`config.mk`:
```
export PLATFORM = sky130hd
export DESIGN_NAME = byte_alu_with_psw_flags
export DESIGN_NICKNAME = d
export VERILOG_FILES = /design/src/design/bapf_pkg.sv /design/src/design/bapf_div4.sv /design/src/design/bapf_arith.sv /design/src/design/bapf_finish.sv /design/src/design/byte_alu_with_psw_flags.sv
export SDC_FILE = /design/constraint.sdc
export NUM_CORES = 1
export LEC_CHECK = 0
export BUFFER_PORTS_ARGS = -buffer_cell sky130_fd_sc_hd__buf_4
export CELL_PAD_IN_SITES_DETAIL_PLACEMENT = 0
export CELL_PAD_IN_SITES_GLOBAL_PLACEMENT = 1
export CORE_AREA = 4 4 225 172
export DETAILED_ROUTE_END_ITERATION = 8
export DIE_AREA = 0 0 229 176
export PLACE_DENSITY_LB_ADDON = 0.1
export RECOVER_POWER = 100
export SYNTH_ARGS = -nofsm -noshare
export SYNTH_HDL_FRONTEND = slang
export SYNTH_SLANG_ARGS = --single-unit
```
`constraint.sdc`:
```
create_clock -name clock -period 10.6 [get_ports clock]
set_clock_uncertainty 0.15 [all_clocks]
set_input_delay 2.12 -clock clock [delete_from_list [all_inputs] [get_ports clock]]
set_output_delay 2.12 -clock clock [all_outputs]
set_load 0.02 [all_outputs]
```
`src/design/bapf_pkg.sv`:
```
`default_nettype none

package bapf_pkg;

   // Operation codes carried in the mode field of a request.
   typedef enum logic [3:0] {
      MODE_ADD  = 4'd0,
      MODE_ADDC = 4'd1,
      MODE_SUBB = 4'd2,
      MODE_AND  = 4'd3,
      MODE_OR   = 4'd4,
      MODE_XOR  = 4'd5,
      MODE_INC  = 4'd6,
      MODE_DEC  = 4'd7,
      MODE_DA   = 4'd8,
      MODE_MUL  = 4'd9,
      MODE_DIV  = 4'd10,
      MODE_CPL  = 4'd11,
      MODE_CJNE = 4'd12,
      MODE_DJNZ = 4'd13,
      MODE_XCHD = 4'd14
   } mode_type;

   // Decimal adjust constants.
   localparam logic [3:0] BCD_DIGIT_MAX = 4'd9;
   localparam logic [7:0] DA_LOW_ADJ    = 8'h06;
   localparam logic [7:0] DA_HIGH_ADJ   = 8'h60;

   // One request: operation, operands and incoming flags.
   typedef struct packed {
      mode_type   mode;
      logic [7:0] first;
      logic [7:0] second;
      logic       carry_in;
      logic       aux_carry_in;
      logic       overflow_in;
   } req_type;

   // One response: result bytes, updated flags and branch indication.
   typedef struct packed {
      logic [7:0] result_first;
      logic [7:0] result_second;
      logic       carry_out;
      logic       aux_carry_out;
      logic       overflow_out;
      logic       taken;
   } rsp_type;

   // Contents of the middle pipeline stage.
   typedef struct packed {
      rsp_type    res;
      mode_type   mode;
      logic [7:0] first;
      logic [7:0] second;
      logic       carry_in;
      logic       aux_carry_in;
      logic [3:0] quot_hi;
      logic [7:0] div_rem;
   } mid_type;

endpackage

`default_nettype wire

```
`src/design/bapf_div4.sv`:
```
`default_nettype none

// Four steps of a restoring divider: one quotient bit per step.
module bapf_div4 (
   input  logic [7:0] rem_in,
   input  logic [3:0] bits_in,
   input  logic [7:0] divisor,
   output logic [7:0] rem_out,
   output logic [3:0] quot_out
);

   always_comb begin
      logic [8:0] trial;
      logic [7:0] rem;
      rem      = rem_in;
      quot_out = '0;
      trial    = '0;
      // Shift in the next dividend bit and subtract when the divisor fits.
      for (int i = 3; i >= 0; i--) begin
         trial = {rem, bits_in[i]};
         if (trial >= {1'b0, divisor}) begin
            trial       = trial - {1'b0, divisor};
            quot_out[i] = 1'b1;
         end
         rem = trial[7:0];
      end
      rem_out = rem;
   end

endmodule

`default_nettype wire

```
`src/design/bapf_arith.sv`:
```
`default_nettype none

// First execution stage: adder, subtractor, logic, multiply and the upper
// half of the division.
module bapf_arith
   import bapf_pkg::*;
(
   input  req_type req,
   output mid_type mid
);

   logic [7:0] div_rem;
   logic [3:0] quot_hi;

   // Upper quotient nibble starts from a zero partial remainder.
   bapf_div4 u_div_hi (
      .rem_in   (8'd0),
      .bits_in  (req.first[7:4]),
      .divisor  (req.second),
      .rem_out  (div_rem),
      .quot_out (quot_hi)
   );

   always_comb begin
      logic        cin;
      logic [8:0]  sum9;
      logic [7:0]  sum_lo7;
      logic [4:0]  sum_nib;
      logic [8:0]  dif9;
      logic [7:0]  dif_lo7;
      logic [4:0]  dif_nib;
      logic [15:0] prod;
      logic [7:0]  dec_val;
      rsp_type     res;

      // Add with optional carry; carries out of bits 3, 6 and 7.
      cin     = (req.mode == MODE_ADDC) ? req.carry_in : 1'b0;
      sum9    = {1'b0, req.first} + {1'b0, req.second} + {8'd0, cin};
      sum_lo7 = {1'b0, req.first[6:0]} + {1'b0, req.second[6:0]} + {7'd0, cin};
      sum_nib = {1'b0, req.first[3:0]} + {1'b0, req.second[3:0]} + {4'd0, cin};

      // Subtract with borrow; the top bit of each difference is the borrow.
      dif9    = {1'b0, req.first} - {1'b0, req.second} - {8'd0, req.carry_in};
      dif_lo7 = {1'b0, req.first[6:0]} - {1'b0, req.second[6:0]}
                - {7'd0, req.carry_in};
      dif_nib = {1'b0, req.first[3:0]} - {1'b0, req.second[3:0]}
                - {4'd0, req.carry_in};

      prod    = {8'd0, req.first} * {8'd0, req.second};
      dec_val = req.first - 8'd1;

      // Flags and bytes pass through unless the operation changes them.
      res.result_first  = req.first;
      res.result_second = req.second;
      res.carry_out     = req.carry_in;
      res.aux_carry_out = req.aux_carry_in;
      res.overflow_out  = req.overflow_in;
      res.taken         = 1'b0;

      unique case (req.mode)
         MODE_ADD, MODE_ADDC: begin
            res.result_first  = sum9[7:0];
            res.carry_out     = sum9[8];
            res.aux_carry_out = sum_nib[4];
            res.overflow_out  = sum_lo7[7] ^ sum9[8];
         end
         MODE_SUBB: begin
            res.result_first  = dif9[7:0];
            res.carry_out     = dif9[8];
            res.aux_carry_out = dif_nib[4];
            res.overflow_out  = dif_lo7[7] ^ dif9[8];
         end
         MODE_AND: res.result_first = req.first & req.second;
         MODE_OR:  res.result_first = req.first | req.second;
         MODE_XOR: res.result_first = req.first ^ req.second;
         MODE_INC: res.result_first = req.first + 8'd1;
         MODE_DEC: res.result_first = dec_val;
         MODE_DA:  ;
         MODE_MUL: begin
            res.result_first  = prod[7:0];
            res.result_second = prod[15:8];
            res.carry_out     = 1'b0;
            res.overflow_out  = |prod[15:8];
         end
         MODE_DIV: begin
            // Bytes are filled in by the next stage when the divisor is nonzero.
            res.carry_out    = 1'b0;
            res.overflow_out = (req.second == 8'd0);
         end
         MODE_CPL: res.result_first = ~req.first;
         MODE_CJNE: begin
            res.carry_out = (req.first < req.second);
            res.taken     = (req.first != req.second);
         end
         MODE_DJNZ: begin
            res.result_first = dec_val;
            res.taken        = (dec_val != 8'd0);
         end
         MODE_XCHD: begin
            res.result_first  = {req.first[7:4], req.second[3:0]};
            res.result_second = {req.second[7:4], req.first[3:0]};
         end
         default: ;
      endcase

      mid.res          = res;
      mid.mode         = req.mode;
      mid.first        = req.first;
      mid.second       = req.second;
      mid.carry_in     = req.carry_in;
      mid.aux_carry_in = req.aux_carry_in;
      mid.quot_hi      = quot_hi;
      mid.div_rem      = div_rem;
   end

endmodule

`default_nettype wire

```
`src/design/bapf_finish.sv`:
```
`default_nettype none

// Second execution stage: lower half of the division, decimal adjust and
// the final result selection.
module bapf_finish
   import bapf_pkg::*;
(
   input  mid_type mid,
   output rsp_type rsp
);

   logic [7:0] rem;
   logic [3:0] quot_lo;

   // Lower quotient nibble continues from the partial remainder.
   bapf_div4 u_div_lo (
      .rem_in   (mid.div_rem),
      .bits_in  (mid.first[3:0]),
      .divisor  (mid.second),
      .rem_out  (rem),
      .quot_out (quot_lo)
   );

   always_comb begin
      logic [8:0] adj;
      logic       da_cy;

      // Decimal adjust: low digit correction, then high digit correction.
      adj   = {1'b0, mid.first};
      da_cy = mid.carry_in;
      if ((mid.first[3:0] > BCD_DIGIT_MAX) || mid.aux_carry_in) begin
         adj   = adj + {1'b0, DA_LOW_ADJ};
         da_cy = da_cy | adj[8];
         adj   = {1'b0, adj[7:0]};
      end
      if (da_cy || (adj[7:4] > BCD_DIGIT_MAX)) begin
         adj   = adj + {1'b0, DA_HIGH_ADJ};
         da_cy = 1'b1;
      end

      rsp = mid.res;
      unique case (mid.mode)
         MODE_DA: begin
            rsp.result_first = adj[7:0];
            rsp.carry_out    = da_cy;
         end
         MODE_DIV: begin
            // A zero divisor leaves both bytes unchanged.
            if (mid.second != 8'd0) begin
               rsp.result_first  = {mid.quot_hi, quot_lo};
               rsp.result_second = rem;
            end
         end
         default: ;
      endcase
   end

endmodule

`default_nettype wire

```
`src/design/byte_alu_with_psw_flags.sv`:
```
`default_nettype none

// Byte ALU with program status flags for an 8051-class core. Each request
// carries an operation code, two operand bytes and the CY, AC and OV flags;
// each response returns two result bytes, the updated flags and a branch
// indication for CJNE and DJNZ. The block accepts one request every clock
// while req_stall is low. A request passes through all three register
// stages before its response is offered. The three register stages are an
// input register, a stage holding the adder, multiplier and the upper four
// steps of the restoring divider, and an output register fed by the lower
// four divider steps and the decimal adjust logic. The divider's eight
// dependent steps set the depth of the pipeline. A stalled response holds
// the pipeline in place, and requests keep entering until every stage is
// full.
module byte_alu_with_psw_flags
   import bapf_pkg::*;
(
   input  logic    clock,
   input  logic    reset,
   input  logic    req_valid,
   output logic    req_stall,
   input  req_type req_data,
   output logic    rsp_valid,
   input  logic    rsp_stall,
   output rsp_type rsp_data
);

   req_type s1_req_ff;
   logic    s1_valid_ff;
   mid_type s2_mid_ff;
   logic    s2_valid_ff;
   rsp_type s3_rsp_ff;
   logic    s3_valid_ff;

   mid_type s2_mid_in;
   rsp_type s3_rsp_in;
   logic    adv1;
   logic    adv2;
   logic    adv3;

   // A stage advances when it is empty or when the stage after it moves.
   assign adv3      = !s3_valid_ff || !rsp_stall;
   assign adv2      = !s2_valid_ff || adv3;
   assign adv1      = !s1_valid_ff || adv2;
   assign req_stall = !adv1;

   bapf_arith u_arith (
      .req (s1_req_ff),
      .mid (s2_mid_in)
   );

   bapf_finish u_finish (
      .mid (s2_mid_ff),
      .rsp (s3_rsp_in)
   );

   // Valid bits of the three stages.
   always_ff @(posedge clock) begin
      if (reset) begin
         s1_valid_ff <= 1'b0;
         s2_valid_ff <= 1'b0;
         s3_valid_ff <= 1'b0;
      end else begin
         if (adv1) s1_valid_ff <= req_valid;
         if (adv2) s2_valid_ff <= s1_valid_ff;
         if (adv3) s3_valid_ff <= s2_valid_ff;
      end
   end

   // Payload registers move together with their valid bits.
   always_ff @(posedge clock) begin
      if (adv1) s1_req_ff <= req_data;
      if (adv2) s2_mid_ff <= s2_mid_in;
      if (adv3) s3_rsp_ff <= s3_rsp_in;
   end

   assign rsp_valid = s3_valid_ff;
   assign rsp_data  = s3_rsp_ff;

endmodule

`default_nettype wire
```
==> metrics.txt <==
final setup fails=0; vias in the first global route=between 8000 and 9000; num rows=just over 60; Power Dens Cells=roughly 200 mW/mm²; Port Buf Inserts=48; Final Hold Viols=0; clock sinks=100; #FFs+latches synth=100; # IOs=49; P_sw=around 1100 µW; Period Utilization, post-route=between 90% and 100%; reg-to-reg endpoint=s2_mid_ff[3]; sequential power share=22.1%; dominant synthesized flop cell=edfxtp_1; diode count=0; Hold Crit Class=flip-flop to flip-flop; GR Util met1=around 28%; post-synthesis instance total=about 1200; layout cells sized above 1=under 10%; largest net degree at the start of global routing=55; status=finished, violations left; Yosys top cell area share=26.8%; first-pass GRT wire length=between 50 and 60 mm; final antenna-violating net count=0; internal power=about 1300 µW; Rel. slew slack=-101%; cts hold-fix bufs=0; post-CTS resize count=0; Placer Congestion=0.851; total global routing overflow=0; met3 usage in global routing=approximately 3.5%; fin nets=approximately 1400; launch point of the worst reg-to-reg path=s1_req_ff[4]; EDFF count, synth=97; Period minus WS final=9.64 ns; Crit Path Max Fanout=19; Max Cap Viol=3; later-pin clock latency in the skew report=between 0.3 and 0.4 ns; H-Tree Depth=3; Worst Hold Depth=0; Placed Instances=roughly 1700; switch share=45.6%; routed vias=8815; Worst Hold Launch=s2_mid_ff[36]; Max Slew Vio Count=roughly 110; Clk pwr share=15.0%; syn_area_per_cell=between 9 and 10 µm²; actual slew at the worst max-slew pin=3.02 ns; failing checks=max-capacitance violations, max-slew violations; Non-Filler Instances=1697; Mapped Area=between 0.01 and 0.015 mm²; Worst VDD drop=around 0.12 mV; WL/cell=about 21 µm; CTS clk-pin slew, worst paths=roughly 0.09 ns; CTS root buf=clkbuf_16; CTS tree=yes; post-DR vias/cell=approximately 5.2; crit path DAT=9.61 ns; Die Wd=between 200 and 250 µm; Async S/R FF share, synth=0%; post-synthesis sequential area ratio=27.4%; Gate power share=between 60% and 70%; die height=about 180 µm; area grow syn2layout=9.73%; core area=0.0366 mm²; Setup crit end kind=flip-flop; Max clock buf depth=2; Synth area leader=edfxtp_1; top post-synthesis cells by area=edfxtp_1 (27%), ha_1 (16%), fa_1 (8.7%), inv_1 (4.1%), xnor2_1 (4.0%); routing usage on met2=between 20% and 30%; Netlist cell types=80; Worst R2R Path Depth=34; First-pass DRT Iterations=5; Die ar.=0.0403 mm²; slowest stage delay, CP=between 0.8 and 0.9 ns; Post-Syn Nets=roughly 1400; CP Data Required Time=between 10 and 15 ns; setup_tns=0 ns; slowest CP cell=clkbuf_1; RSZ-0062 raised after global routing=no; initial drt markers=740; TritonCTS buffer count=9; post-CTS setup buffers=0; GRT Max-Usage Layer=met1; HPWL after DPL=around 28 mm; fmax=just over 100 MHz; antenna violations before repair=0; Residual DRC=0; hold path endpoint=rsp_data[2]; CP Launch Type=flip-flop; total length of routed wires=36.3 mm; Global Route Usage Sum=~18%; Setup CP Type=flip-flop to flip-flop; reg2reg setup slack=about 0.96 ns; Starting Density=between 20 and 30%; yosys warns=0; Leakage Power=around 0.0052 µW
[placed cells by master, fill, tap and decap left out, types with 11 or more instances in the layout]
cell type,netlist,routed
a21o_1,15,15
nor2_1,115,115
clkbuf_1,27,39
nor2b_1,13,13
a21oi_1,81,82
nand2_1,86,86
o21bai_1,11,11
mux2i_1,16,16
inv_1,118,117
fa_1,47,47
edfxtp_1,97,97
xnor2_1,50,50
ha_1,141,141
nor3_1,30,30
mux2_4,12,11
nor4_1,11,11
o22ai_1,13,13
a22oi_1,12,12
clkbuf_4,0,23
nand3_1,21,21
xor2_1,28,28
o21ai_0,58,64
mux2_2,12,11
[critical path: cells and delay by family (launching register included)]
family / cells / cell delay, ns
buf+inv: 4 / 1.53
mux: 3 / 1.25
fa+ha+maj: 4 / 1.37
flops: 1 / 0.33
simple gates: 5 / 0.73
compound gates: 18 / 4.00
[power by group through the flow]
stage / combinational (µW) / sequential, µW / clock [µW]
finish: 1470 / 515 / 351
detailed placement: 1510 / 526 / 0
global placement: 1540 / 526 / 0
CTS: 1520 / 517 / 367
floorplan: 1150 / 535 / 0
global route: 1640 / 521 / 384
[cells by family (layout without fill, tap and decap cells)]
kind of cell	count (synthesis)	in the layout	synth area share, %
compound gates	282	282	16.8
simple gates	327	327	13.9
buf+inv	162	206	5.85
fa+ha+maj	188	188	24.9
flops	100	100	27.4
xor+xnor	78	78	6.29
mux	44	44	4.79
[flip-flops by register name, indices dropped and copies added (netlist names)]
signal / cells
s2_mid_ff: 54
s2_valid_ff: 1
rsp_data: 20
s1_valid_ff: 1
rsp_valid: 1
s1_req_ff: 23
[Yosys cell counts (all sizes together) (12+ instances only)]
cell / count
a21o: 15
o22ai: 13
nand3: 21
ha: 141
xor2: 28
o21ai: 73
inv: 121
nor2: 116
mux2: 28
mux2i: 16
a22oi: 12
nor3: 30
xnor2: 50
nand2: 86
nor2b: 13
fa: 47
a21oi: 84
clkbuf: 27
edfxtp: 97
[metrics by stage]
stage / total power, µW / util (%) / area (µm²) / hold slack (ns) / worst slack, ns
finish: 2340 / 32.5 / 11900 / 0.276 / 0.957
global route: 2540 / 32.5 / 11900 / 0.280 / 0.186
CTS: 2410 / 33.0 / 12100 / 0.277 / 1.12
detailed placement: 2040 / 32.1 / 11800 / 0.262 / 1.15
global placement: 2070 / 32.1 / 11800 / 0.258 / 1.02
floorplan: 1680 / - / 10900 / 0.250 / 2.63
[metal layers]
metal / share of wire (%) / wire, µm / vias up
li1: - / - / 4298
met1: 54 / 19700 / 4271
met2: 40 / 14500 / 215
met3: 4.5 / 1640 / 31
met4: 1.4 / 524 / 0
met5: 0 / 0 / -
[worst max-delay path by stage]
| stage | from | end | slack, ns | cells after the start |
|---|---|---|---|---|
| 2_1_floorplan | s2_mid_ff[25] | rsp_data[11] | 2.63 | 40 |
| 3_3_place_gp | s1_req_ff[18] | s2_mid_ff[3] | 1.02 | 34 |
| 5_1_grt | s1_req_ff[4] | s2_mid_ff[3] | 0.19 | 34 |
| 3_5_place_dp | s1_req_ff[18] | s2_mid_ff[3] | 1.15 | 34 |
| 6_report | s1_req_ff[4] | s2_mid_ff[3] | 0.96 | 34 |
| 4_1_cts | s1_req_ff[18] | s2_mid_ff[3] | 1.12 | 34 |
[final cells by class]
cell class / instances / area (µm²)
Fill cell: 3829 / 24700
Multi-Input combinational cell: 919 / 7230
Sequential cell: 100 / 2970
Tap cell: 472 / 591
Inverter: 125 / 469
Timing Repair Buffer: 65 / 342
Clock buffer: 9 / 225
Clock inverter: 7 / 83.8
Power figures use the tool's default switching activity.
